**src/sv/lfd_pkg.sv**
```systemverilog
`timescale 1ns / 1ps

package lfd_pkg;

  // Frame layout constants.
  localparam logic [7:0]         HdrByte     = 8'h59;
  localparam int unsigned        PayloadLen  = 6;
  localparam int unsigned        IdxW        = $clog2(PayloadLen + 1);
  localparam logic [15:0]        MarkerReset = 16'd66;
  localparam logic signed [16:0] TempOffset  = 17'sd2048;

  // One complete frame as handed from the front end to the back end.
  typedef struct packed {
    logic [PayloadLen-1:0][7:0] payload;
    logic                       sum_ok;
  } frame_t;

endpackage

```
**src/sv/lfd_front.sv**
```systemverilog
`timescale 1ns / 1ps

module lfd_front import lfd_pkg::*; (
  input  logic       clk_i,
  input  logic       rst_ni,
  input  logic       take_i,
  input  logic [7:0] rx_byte_i,
  output logic       push_o,
  output frame_t     push_frame_o
);

  typedef enum logic [1:0] {
    PhHunt1,
    PhHunt2,
    PhCollect
  } phase_e;

  phase_e                 phase_q;
  logic [IdxW-1:0]        idx_q;
  logic [7:0]             sum_q;
  logic [PayloadLen-1:0][7:0] payload_q;

  logic last_byte;

  // The word after the sixth payload byte is the checksum.
  assign last_byte = (phase_q == PhCollect) && (idx_q == IdxW'(PayloadLen));

  assign push_o              = take_i && last_byte;
  assign push_frame_o.payload = payload_q;
  assign push_frame_o.sum_ok  = (rx_byte_i == sum_q);

  // Payload capture; every entry is written in a frame before it is read.
  always_ff @(posedge clk_i) begin
    if (take_i && (phase_q == PhCollect) && !last_byte) begin
      payload_q[idx_q[$clog2(PayloadLen)-1:0]] <= rx_byte_i;
    end
  end

  // Header hunt, byte count and running sum.
  always_ff @(posedge clk_i or negedge rst_ni) begin
    if (!rst_ni) begin
      phase_q <= PhHunt1;
      idx_q   <= '0;
      sum_q   <= '0;
    end else if (take_i) begin
      unique case (phase_q)
        PhCollect: begin
          if (last_byte) begin
            phase_q <= PhHunt1;
            idx_q   <= '0;
          end else begin
            sum_q <= sum_q + rx_byte_i;
            idx_q <= idx_q + 1'b1;
          end
        end
        PhHunt2: begin
          if (rx_byte_i == HdrByte) begin
            sum_q   <= sum_q + HdrByte;
            idx_q   <= '0;
            phase_q <= PhCollect;
          end else begin
            phase_q <= PhHunt1;
          end
        end
        default: begin
          if (rx_byte_i == HdrByte) begin
            sum_q   <= HdrByte;
            phase_q <= PhHunt2;
          end else begin
            phase_q <= PhHunt1;
          end
          idx_q <= '0;
        end
      endcase
    end
  end

endmodule

```
**src/sv/lfd_queue.sv**
```systemverilog
`timescale 1ns / 1ps

module lfd_queue import lfd_pkg::*; (
  input  logic   clk_i,
  input  logic   rst_ni,
  input  logic   push_i,
  input  frame_t push_frame_i,
  input  logic   pop_i,
  output logic   full_o,
  output logic   nonempty_o,
  output frame_t head_o
);

  localparam int unsigned Depth = 2;
  localparam int unsigned PtrW  = $clog2(Depth);

  frame_t            mem_q [Depth];
  logic [PtrW-1:0]   wr_ptr_q;
  logic [PtrW-1:0]   rd_ptr_q;
  logic [PtrW:0]     count_q;

  assign full_o     = (count_q == (PtrW+1)'(Depth));
  assign nonempty_o = (count_q != '0);
  assign head_o     = mem_q[rd_ptr_q];

  // Storage is written only on a push.
  always_ff @(posedge clk_i) begin
    if (push_i) begin
      mem_q[wr_ptr_q] <= push_frame_i;
    end
  end

  // Pointers and fill count.
  always_ff @(posedge clk_i or negedge rst_ni) begin
    if (!rst_ni) begin
      wr_ptr_q <= '0;
      rd_ptr_q <= '0;
      count_q  <= '0;
    end else begin
      if (push_i) begin
        wr_ptr_q <= wr_ptr_q + 1'b1;
      end
      if (pop_i) begin
        rd_ptr_q <= rd_ptr_q + 1'b1;
      end
      if (push_i && !pop_i) begin
        count_q <= count_q + 1'b1;
      end else if (pop_i && !push_i) begin
        count_q <= count_q - 1'b1;
      end
    end
  end

endmodule

```
**src/sv/lfd_back.sv**
```systemverilog
`timescale 1ns / 1ps

module lfd_back import lfd_pkg::*; (
  input  logic               clk_i,
  input  logic               rst_ni,
  input  logic               cfg_we_i,
  input  logic [15:0]        cfg_wdata_i,
  input  logic               nonempty_i,
  input  frame_t             head_i,
  output logic               pop_o,
  output logic               out_valid_o,
  input  logic               out_stall_i,
  output logic [15:0]        range_cm_o,
  output logic [15:0]        strength_o,
  output logic signed [16:0] temperature_eighths_o,
  output logic               checksum_ok_o
);

  logic [15:0]        marker_q;
  logic               valid_q;
  logic [15:0]        dist_q;
  logic [15:0]        str_q;
  logic signed [16:0] temp_q;
  logic               ok_q;

  logic               slot_free;
  logic signed [16:0] temp_raw;

  // The output register is free when empty or being taken this cycle.
  assign slot_free = !valid_q || !out_stall_i;
  assign pop_o     = nonempty_i && slot_free;
  assign temp_raw  = $signed({1'b0, head_i.payload[5], head_i.payload[4]}) - TempOffset;

  // Bad-frame marker register.
  always_ff @(posedge clk_i or negedge rst_ni) begin
    if (!rst_ni) begin
      marker_q <= MarkerReset;
    end else if (cfg_we_i) begin
      marker_q <= cfg_wdata_i;
    end
  end

  // Output valid flag.
  always_ff @(posedge clk_i or negedge rst_ni) begin
    if (!rst_ni) begin
      valid_q <= 1'b0;
    end else if (slot_free) begin
      valid_q <= nonempty_i;
    end
  end

  // Result formatting into the output register.
  always_ff @(posedge clk_i) begin
    if (pop_o) begin
      ok_q <= head_i.sum_ok;
      if (head_i.sum_ok) begin
        dist_q <= {head_i.payload[1], head_i.payload[0]};
        str_q  <= {head_i.payload[3], head_i.payload[2]};
        temp_q <= temp_raw;
      end else begin
        dist_q <= marker_q;
        str_q  <= marker_q;
        temp_q <= '0;
      end
    end
  end

  assign out_valid_o           = valid_q;
  assign range_cm_o            = dist_q;
  assign strength_o            = str_q;
  assign temperature_eighths_o = temp_q;
  assign checksum_ok_o         = ok_q;

endmodule

```
**src/sv/lidar_frame_deframer.sv**
```systemverilog
`timescale 1ns / 1ps
// Deframer for the 9-byte lidar range frame: two 0x59 header bytes, six
// payload bytes and a modulo-256 checksum over the first eight bytes.
// Input channel: one received byte per word on rx_byte_i, taken at an edge
// with in_valid_i high and in_stall_o low. Output channel: one result word
// per frame (range, strength, temperature in eighths of a degree and a
// checksum flag), taken at an edge with out_valid_o high and out_stall_i low.
// A failed checksum reports the bad-frame marker as range and strength.
// Throughput is one byte per cycle while in_stall_o is low; the front end
// updates the header hunt and running sum for each byte it takes. The edge
// that takes the checksum byte writes the frame into the frame queue; from
// there it is loaded into the output register once that register is free.
// A two-entry frame queue sits between the byte front end and the output
// register, so the input keeps flowing while a result waits; in_stall_o is
// high while the queue is full, which happens only after the output stalls.
// Reset clears the header hunt, the queue and the output valid flag, and
// sets the marker to 66. The marker is written through cfg_we_i; the user
// must do so only while the block is idle, which the block does not enforce.
module lidar_frame_deframer import lfd_pkg::*; (
  input  logic               clk_i,
  input  logic               rst_ni,
  input  logic               cfg_we_i,
  input  logic [15:0]        cfg_wdata_i,
  input  logic               in_valid_i,
  output logic               in_stall_o,
  input  logic [7:0]         rx_byte_i,
  output logic               out_valid_o,
  input  logic               out_stall_i,
  output logic [15:0]        range_cm_o,
  output logic [15:0]        strength_o,
  output logic signed [16:0] temperature_eighths_o,
  output logic               checksum_ok_o
);

  logic   take;
  logic   push;
  frame_t push_frame;
  logic   pop;
  logic   full;
  logic   nonempty;
  frame_t head;

  assign in_stall_o = full;
  assign take       = in_valid_i && !full;

  lfd_front u_front (
    .clk_i        (clk_i),
    .rst_ni       (rst_ni),
    .take_i       (take),
    .rx_byte_i    (rx_byte_i),
    .push_o       (push),
    .push_frame_o (push_frame)
  );

  lfd_queue u_queue (
    .clk_i        (clk_i),
    .rst_ni       (rst_ni),
    .push_i       (push),
    .push_frame_i (push_frame),
    .pop_i        (pop),
    .full_o       (full),
    .nonempty_o   (nonempty),
    .head_o       (head)
  );

  lfd_back u_back (
    .clk_i                 (clk_i),
    .rst_ni                (rst_ni),
    .cfg_we_i              (cfg_we_i),
    .cfg_wdata_i           (cfg_wdata_i),
    .nonempty_i            (nonempty),
    .head_i                (head),
    .pop_o                 (pop),
    .out_valid_o           (out_valid_o),
    .out_stall_i           (out_stall_i),
    .range_cm_o            (range_cm_o),
    .strength_o            (strength_o),
    .temperature_eighths_o (temperature_eighths_o),
    .checksum_ok_o         (checksum_ok_o)
  );

endmodule

```
**config.mk**
```make
export PLATFORM = sky130hd
export DESIGN_NAME = lidar_frame_deframer
export DESIGN_NICKNAME = d
export VERILOG_FILES = /design/src/sv/lfd_pkg.sv /design/src/sv/lfd_front.sv /design/src/sv/lfd_queue.sv /design/src/sv/lfd_back.sv /design/src/sv/lidar_frame_deframer.sv
export SDC_FILE = /design/constraint.sdc
export NUM_CORES = 1
export LEC_CHECK = 0
export BUFFER_PORTS_ARGS = -buffer_cell sky130_fd_sc_hd__buf_2
export CELL_PAD_IN_SITES_DETAIL_PLACEMENT = 0
export CELL_PAD_IN_SITES_GLOBAL_PLACEMENT = 1
export CORE_ASPECT_RATIO = 0.5
export CORE_MARGIN = 3
export CORE_UTILIZATION = 50
export DETAILED_ROUTE_END_ITERATION = 8
export PLACE_DENSITY_LB_ADDON = 0.3
export SYNTH_ARGS = -nofsm -noshare
export SYNTH_HDL_FRONTEND = slang
export SYNTH_SLANG_ARGS = --single-unit
```
**constraint.sdc**
```tcl
create_clock -name clk_i -period 5.22 [get_ports clk_i]
set_clock_uncertainty 0.05 [all_clocks]
set_input_delay 0.522 -clock clk_i [delete_from_list [all_inputs] [get_ports clk_i]]
set_output_delay 0.522 -clock clk_i [all_outputs]
set_load 0.03 [all_outputs]
```
Word-level counts from Yosys, hierarchy flattened
Memory sizes are Yosys's and may differ from the RTL's.
Cells that the tools add are included.

operators by class
  add/subtract/negate cells = 8
  $lt $le $gt $ge = 2
  equality and inequality tests = 9
  muxes and demuxes = 20
  reductions and logical operators = 22

operator list
  operator                                                                      number
  48-bit bitwise mux                                                            1
  16-bit 2-to-1 mux                                                             2
  8-bit 2-to-1 mux                                                              4
  8-bit demux with 3-bit select                                                 1
  16-bit by 12-bit subtractor with 17-bit output, second input constant         1
  8-bit one-hot mux with 2 select lines                                         1
  1-bit logical AND                                                             9
  8-bit by 7-bit adder with 8-bit output, second input constant                 1
  8-bit adder                                                                   1
  8-bit by 7-bit equality test with 1-bit output, second input constant         1
  8-bit equality test                                                           1
  2-bit 2-to-1 mux                                                              4
  1-bit logical NOT                                                             6
  3-bit 2-to-1 mux                                                              2
  3-bit one-hot mux with 2 select lines                                         1
  2-bit nonzero test                                                            3
  2-bit equality test, second input constant                                    2
  3-bit by 4-bit less-than comparator with 1-bit output, second input constant  1
  2-bit by 1-bit != test with 1-bit output, second input constant               2
  2-bit one-hot mux with 2 select lines                                         1
  2-bit AND reduction                                                           2
  4-bit AND reduction                                                           1
  3-bit by 1-bit adder with 3-bit output, second input constant                 1
  3-bit equality test, second input constant                                    1
  8 further kinds                                                               11

word-level totals
  register bits = 132
  RAM bits = 98
  input bits = 29
  memories kept = 1

memory list
  name           words  width  read ports  clocked after Yosys merged registers in  write ports  line             RTL
  u_queue.mem_q  2      49     1           0                                        1            lfd_queue.sv:17  frame_t mem_q [Depth];

Depth between registers and ports, before layout
Gate-level depths: netlist (run 1).

  word-level depth = 8
  mapped depth = 11
  depth with buffers taken out = 10

Modules after synthesis
From an unflattened synthesis (run 1), not the netlist that was laid out.

second synthesis, totals
  cells, all modules = 553
  area, all modules = 9268.9 sq um

modules (own cells, without submodules)
  module                instances  cells an instance  area an instance (sq um)  seq. area each (sq um)
  lfd_queue             1          169                3978.8                    3042.9
  lfd_back              1          201                2685.1                    1929.4
  lfd_front             1          182                2591.2                    1766.7
  lidar_frame_deframer  1          1                  13.8                      0.0

Least setup slack after synthesis (run 1)
Ideal clock, no wire load.

  path type = register to register
  from = reg u_front.idx_q[0]
  to = mem u_queue.mem_q[0][0] (netlist name), enable pin
  setup time = 0.516 ns
  data arrival time = 4.157 ns
  data required time = 4.654 ns
  path slack = 0.496 ns
  cell stages (with the launch flop) = 5
  path buffers = 0
  cells stage by stage = dfrtp_1 -> inv_1 -> ha_1 -> nand3_1 -> nor3_1

on the way
  longest elaborated chain between the ends = 5

RTL lines
  what                                    line             RTL
  from (decl)                             lfd_front.sv:19  logic [IdxW-1:0] idx_q;
  from (signal assigned)                  lfd_front.sv:53  idx_q <= idx_q + 1'b1;
  3-bit equality test                     lfd_front.sv:26  assign last_byte = (phase_q == PhCollect) && (idx_q == IdxW'(PayloadLen));
  1-bit logical AND                       lfd_front.sv:26
  1-bit logical AND                       lfd_front.sv:28  assign push_o = take_i && last_byte;
  1-bit 2-to-1 mux                        lfd_queue.sv:28  if (push_i) begin
  1-bit 2-to-1 mux (implied by the code)  lfd_queue.sv:29  mem_q[wr_ptr_q] <= push_frame_i;
  to (decl)                               lfd_queue.sv:17

No other way between the ends.

Final worst setup path (run 1)
  from = reg u_front.phase_q[1]
  to = reg u_front.sum_q[7]

on the way
  longest elaborated chain between the ends = 4
  elaborated cells on any way between the ends = 8
  those cells by class = eq/ne: 4; mux: 1; reduce/logical: 3

RTL lines
  what                                  line                              RTL
  from (decl)                           lfd_front.sv:18                   phase_e phase_q;
  from (signal assigned)                lfd_front.sv:42                   phase_q <= PhHunt1;
  from (signal assigned)                lfd_front.sv:49                   phase_q <= PhHunt1;
  from (signal assigned)                lfd_front.sv:60                   phase_q <= PhCollect;
  2-bit equality test                   lfd_front.sv:26, lfd_front.sv:46
  1-bit logical AND                     lfd_front.sv:26
  2-bit != test (no source line)        n/a
  4-bit AND reduction (no source line)  n/a
  to (signal assigned)                  lfd_front.sv:52                   sum_q <= sum_q + rx_byte_i;
  to (signal assigned)                  lfd_front.sv:58                   sum_q <= sum_q + HdrByte;
  to (signal assigned)                  lfd_front.sv:67                   sum_q <= HdrByte;
  to (decl)                             lfd_front.sv:20                   logic [7:0] sum_q;

Several ways; a longest one is shown, not always the timed one.
A chain may end at the register's enable or synchronous reset.

==> results of run 1 <==
[power by group through the flow]
stage	clock, mW	sequential [mW]	combinational, mW
4_1_cts	1.40	2.02	0.104
3_5_place_dp	0	2.06	0.104
6_report	1.36	2.02	0.102
3_3_place_gp	0	2.06	0.101
5_1_grt	1.49	2.02	0.115
2_1_floorplan	0	2.05	0.0615
[how the worst min path moves through the flow]
stage / slack, ps / start / end
6_report: 110 / rst_ni / u_front.sum_q[7]
4_1_cts: 130 / rst_ni / u_front.sum_q[7]
3_5_place_dp: 380 / u_front.push_frame_o[5] / u_queue.mem_q[0][5]
5_1_grt: 170 / rst_ni / u_front.sum_q[7]
2_1_floorplan: 180 / rst_ni / u_back.marker_q[0]
3_3_place_gp: 370 / u_front.push_frame_o[19] / u_queue.mem_q[1][19]
[layout make-up]
type / count / area (µm²) / share of cell area
Tap cell: 234 / 293 / 0.0281
Timing Repair Buffer: 90 / 475 / 0.0456
Clock inverter: 3 / 12.5 / 0.00120
Multi-Input combinational cell: 310 / 2280 / 0.219
Inverter: 10 / 37.5 / 0.00360
Clock buffer: 33 / 591 / 0.0566
Sequential cell: 230 / 6740 / 0.646
[Yosys cell counts]
cell type,count,share of area
a2111oi_0,1,0.00096
a211oi_1,2,0.0016
a21o_1,2,0.0016
a21oi_1,7,0.0038
a22o_1,3,0.0029
a31oi_1,2,0.0014
a32o_1,1,0.0011
and2_1,1,0.00068
and2_2,1,0.00082
and3_1,1,0.00068
buf_1,2,0.00082
buf_2,3,0.0016
clkbuf_1,21,0.0086
dfrtp_1,32,0.088
dfstp_2,2,0.0057
edfxtp_1,196,0.64
fa_1,1,0.0022
ha_1,13,0.018
inv_1,10,0.0041
mux2_2,16,0.020
mux2i_1,50,0.055
nand2_1,19,0.0078
nand2b_1,36,0.025
nand3_1,4,0.0022
nand3_2,1,0.0011
nand4_1,2,0.0014
nand4b_1,1,0.00096
nor2_1,26,0.011
nor2b_1,4,0.0027
nor3_1,6,0.0033
nor4_1,1,0.00068
o211a_1,1,0.0011
o211ai_1,34,0.028
o21ai_0,41,0.022
o21bai_1,1,0.00082
o22ai_2,1,0.0014
o311ai_1,1,0.00096
o31ai_1,1,0.00082
o32a_1,1,0.0011
o32ai_1,1,0.00096
or2_2,4,0.0027
or3_1,1,0.00068
or4b_4,1,0.0015
xnor2_1,13,0.012
xor2_1,8,0.0077
[logic make-up (layout without fill, tap and decap cells)]
| family | Yosys count | count (layout) | share of synthesized area |
|---|---|---|---|
| adder cells (fa/ha/maj) | 14 | 14 | 0.0200 |
| multiplexers | 66 | 66 | 0.0744 |
| flip-flops | 230 | 230 | 0.737 |
| XOR/XNOR | 21 | 21 | 0.0201 |
| AND/OR/NAND/NOR | 109 | 109 | 0.0625 |
| buffers and inverters | 36 | 136 | 0.0152 |
| AO/OA/AOI/OAI | 100 | 100 | 0.0709 |
[per-stage QoR]
step | util | std cells | cell area [µm²]
5_1_grt | 0.591 | 910 | 10400
6_report | 0.591 | 910 | 10400
4_1_cts | 0.591 | 910 | 10400
3_3_place_gp | 0.557 | 874 | 9830
2_1_floorplan | - | 576 | 9150
3_5_place_dp | 0.557 | 874 | 9830
[registers in the layout, indices dropped and copies added, names as in the netlist]
| signal | count |
|---|---|
| u_queue.mem_q | 98 |
| u_front.sum_q | 8 |
| u_back.strength_o | 16 |
| u_front.push_frame_o | 48 |
| u_back.range_cm_o | 16 |
| u_back.temperature_eighths_o | 17 |
| u_back.out_valid_o | 1 |
| u_queue.rd_ptr_q | 1 |
| u_queue.count_q | 2 |
| u_back.checksum_ok_o | 1 |
| u_back.marker_q | 16 |
| u_front.phase_q | 2 |
| u_front.idx_q | 3 |
| u_queue.wr_ptr_q | 1 |
[metal layers]
metal,vias up,track usage
met5,-,0
met4,0,0.0509
met3,34,0.0336
met2,90,0.280
met1,2402,0.245
li1,2352,-
==> results_dict.tcl, run 1 <==
set metrics [dict create \
    slowest_delay_ps 580 \
    num_rows 34 \
    clk_latency_ps 480 \
    numPortBuffers 80 \
    crit_chain "inv_1 -> ha_1 -> or2_2 -> ha_1 -> o211ai_1 -> o211a_1 -> a2111oi_0 -> o211ai_1 -> o311ai_1" \
    hold_buffers 0 \
    critPathSlowestCell "a2111oi_0" \
    critPathKind "flip-flop to flip-flop" \
    rsz0062_at_grt "false" \
    grt_max_degree 66 \
    ys_seq_elements 230 \
    drc 0 \
    grt_pass1_wl_um 26500 \
    drtIter0Drc 293 \
    slew_headroom 0.227 \
    cp_num_cells 9 \
    fmax_mhz 352 \
    antenna_found_initial 0 \
    wl_per_cell_um 18.6 \
    p_sw_uw 667 \
    n_antenna_cell 0 \
    core_um2 17700 \
    critPathBufInv 1 \
    p_int_mw 2.81 \
    wl_met1_um 7920 \
    reg2reg_to "u_front.sum_q[7]" \
    die-area_um2 20000 \
    finalPower_mw 3.48 \
    clk_pin_slew_ps 70 \
    ys_types 45 \
    postCtsSetupBuffers 0 \
    syn_area_um2 9150 \
    grt_use_total 0.173 \
    cp.arrival_ps 3180 \
    via_per_inst 5.36 \
    fin_hold_ws_ps 113 \
    root_buffer "clkbuf_16" \
    post_cts_resized 0 \
    clkSinkCount 230 \
    drive_gt1_frac 0.213 \
    hold_violations 0 \
    fin_crit_ps 2840 \
    crit_path_start_kind "flip-flop" \
    r2r_start "u_front.phase_q[1]" \
    fin_ws_ps 2380 \
    status "complete, no violations" \
    die_w_um 197 \
    cpLargestDelayFamily "compound AO/OA/AOI/OAI gates" \
    crit_required_ps 5560 \
    cts_made_buffers 20 \
    wl_met3_um 798 \
    area_delta_synth_final_pct 14.0 \
    grt_overflow 0 \
    finalSetupViolations 0 \
    combPwrFrac 0.029 \
    n_fill_cell 1334 \
    crit_path_end_kind "flip-flop" \
    cp_max_fo 12 \
    reg2reg_slack_ps 2380 \
    fp.dieH_um 102 \
    critPathLaunch "u_front.phase_q[1]" \
    grt_pass1_vias 4817 \
    p_sw_frac 0.192 \
    tightest_slew_ps 1160 \
    fin_crit_sh 0.545 \
    pin_count 81 \
    netlist_instances 576 \
    syn_avg_cell_area_um2 15.9 \
    final_cell_mix "edfxtp_1 (196), buf_2 (80), mux2i_1 (50)" \
    endpoint "u_front.sum_q[7]" \
    initial_core_util 0.518 \
    synth_seq_area_share 0.737 \
    wl_met2_um 7820 \
    synth_nets 619 \
    h-tree-depth 1 \
    post-dp-hpwl_um 10700 \
    dr.pass1.iters 5 \
    drv_cap 0 \
    clockBufferDepth 3 \
    power_density_nw_per_um2 334 \
    yosys_warnings 0 \
    hold_path_class "primary input to asynchronous set/reset pin" \
    cts_tree "built" \
    ff2ff_path_depth 9 \
    antenna_left 0 \
    drt-total-wl_um 16900 \
    finalMaxSlewViolations 0 \
    leakagePower_nw 3.58 \
    finalSetupTns_ps 0 \
    vias 4878 \
    place.gp.congestion 0.858 \
    final_common_cell "edfxtp_1" \
    pwr-share-seq 0.579 \
    place_ws_ps 2410 \
    peakVddDrop_uv 242 \
    clkPwrFrac 0.391 \
    highest_layer "met4" \
    fin_nets 705 \
]
Note: power is estimated with default switching activity, not from simulation.
==> run 2, diff against run 1 <==
Clock period 5.22 ns to 2.7 ns, I/O delays scaled along.
==> run 2 against run 1 <==
Sequential cell count unchanged. Utilization increased by 2.4 points. Clock-buffer cell count decreased by 4. Clock power increased by 120%. Non-clock buffer count increased by 32. Global-route usage increased by 0.98 points. Total power increased by 110%. Register-to-register slack got worse by 2200 ps. Critical path depth unchanged. Final cell count increased by 3.6%. Routed wire length increased by 5.2%. Combinational power increased by 130%. Critical path type unchanged. Largest cell class unchanged.
==> results_dict.tcl, run 2 (synthesized netlist as in run 1, its figures left out) <==
set metrics [dict create \
    place.gp.congestion 0.847 \
    antenna_found_initial 1 \
    via_per_inst 5.28 \
    pin_count 81 \
    num_rows 34 \
    seqCellArea_um2 6740 \
    rsz0062_at_grt "false" \
    fp.dieH_um 102 \
    power_density_nw_per_um2 659 \
    numPortBuffers 80 \
    crit_required_ps 3030 \
    finalSetupViolations 0 \
    wl_per_cell_um 18.9 \
    finalMaxSlewViolations 0 \
    h-tree-depth 1 \
    clk_pin_slew_ps 70 \
    tightest_slew_ps 733 \
    largest_reg_flops 98 \
    root_buffer "clkbuf_16" \
    cts_made_buffers 21 \
    crit_path_start_kind "flip-flop" \
    final_util 0.615 \
    grt_use_total 0.183 \
    hold_path_class "primary input to flip-flop" \
    regMostFlops "u_queue.mem_q" \
    drt-total-wl_um 17800 \
    die-area_um2 20000 \
    status "complete, no violations" \
    grt_pass1_wl_um 28000 \
    multi_input_area_um2 2290 \
    critPathKind "flip-flop to flip-flop" \
    grt_pass1_vias 5072 \
    area_delta_synth_final_pct 18.8 \
    leakagePower_nw 3.79 \
    finalPower_mw 7.15 \
    drc 0 \
    clkSinkCount 230 \
    fin_crit_ps 2560 \
    crit_path_end_kind "flip-flop" \
    dr.pass1.iters 5 \
    crit_chain "ha_2 -> or2_2 -> ha_1 -> fa_1 -> a211oi_1 -> o21bai_1 -> a21oi_1 -> xor2_1 -> a21oi_1" \
    drive_gt1_frac 0.236 \
    post-dp-hpwl_um 11100 \
    critical_path.most_common_cell "a21oi_1" \
    drtIter0Drc 305 \
    cp_max_fo 10 \
    antenna_left 0 \
    grt_overflow 0 \
    n_fill_cell 1303 \
    drv_cap 0 \
    fin_crit_sh 0.947 \
    die_w_um 197 \
    grt_max_degree 74 \
    slowest_delay_ps 440 \
    vias 4975 \
    peakVddDrop_uv 427 \
    final_common_cell "edfxtp_1" \
    cts_tree "built" \
    slew_headroom 0.511 \
    critPathBufInv 0 \
    cp.arrival_ps 2890 \
    critPathSlowestCell "fa_1" \
    n_antenna_cell 0 \
    fmax_mhz 391 \
    hold_violations 0 \
    clockBufferDepth 3 \
    initial_core_util 0.518 \
    core_um2 17700 \
    clk_latency_ps 500 \
    final_cell_mix "edfxtp_1 (196), buf_2 (80), mux2i_1 (50)" \
    cpLargestDelayFamily "adder cells" \
    fin_nets 738 \
    reg2reg_slack_ps 140 \
]
run 2: changes by cell type in the layout (fill, tap and decap cells not counted), sizes merged:
cell / delta
dlygate4sd3: +18
buf: +14
clkinv: +2
bufinv: +3
clkbuf: -4
run 2: worst paths after layout:
check,end,cells after the start,start
max,u_front.sum_q[6],9,u_front.phase_q[0]
min,u_front.push_frame_o[41],1,rx_byte_i[0]
max reg2reg,u_front.sum_q[6],9,u_front.phase_q[0]
min reg2reg,u_queue.mem_q[0][40],0,u_front.push_frame_o[40]
max in group asynchronous,u_back.marker_q[6],3,rst_ni
min in group asynchronous,u_front.sum_q[3],2,rst_ni
run 2: where the power goes:
group          switching (mW)  internal (mW)  leakage [nW]
Combinational           0.120          0.112          1.24
Clock                    1.22           1.80         0.346
Sequential             0.0398           3.86          2.20
run 2: routing by layer:
metal,track usage,up-vias,wire [µm]
met3,0.0352,26,1090
met4,0.0531,0,329
li1,-,2412,-
met2,0.302,105,8260
met5,0,-,0
met1,0.253,2432,8110
run 2: per-stage QoR:
stage	hold slack (ps)	setup TNS [ps]	setup slack, ps	std cells	area (µm²)
2_1_floorplan	-75.6	-734	-15.0	576	9160
3_3_place_gp	256	0	56.1	888	9970
3_5_place_dp	255	-45.2	-45.2	888	9970
4_1_cts	80.2	0	35.7	943	10900
5_1_grt	80.8	0	10.7	943	10900
6_report	93.7	0	142	943	10900
run 2: timing repair:
item	CTS	global route
gates resized for setup	1	2
hold buffers	18	0
endpoints found under the setup margin	1	2
setup buffers	0	0
endpoints found under the hold margin	37	0
run 2: cell type report:
type / count / share of cell area
clock buffers: 29 / 0.0539
flip-flops and latches: 230 / 0.621
clock inverters: 8 / 0.0108
well taps: 234 / 0.0270
inverters: 10 / 0.00346
multi-input cells: 310 / 0.211
repair buffers: 122 / 0.0735
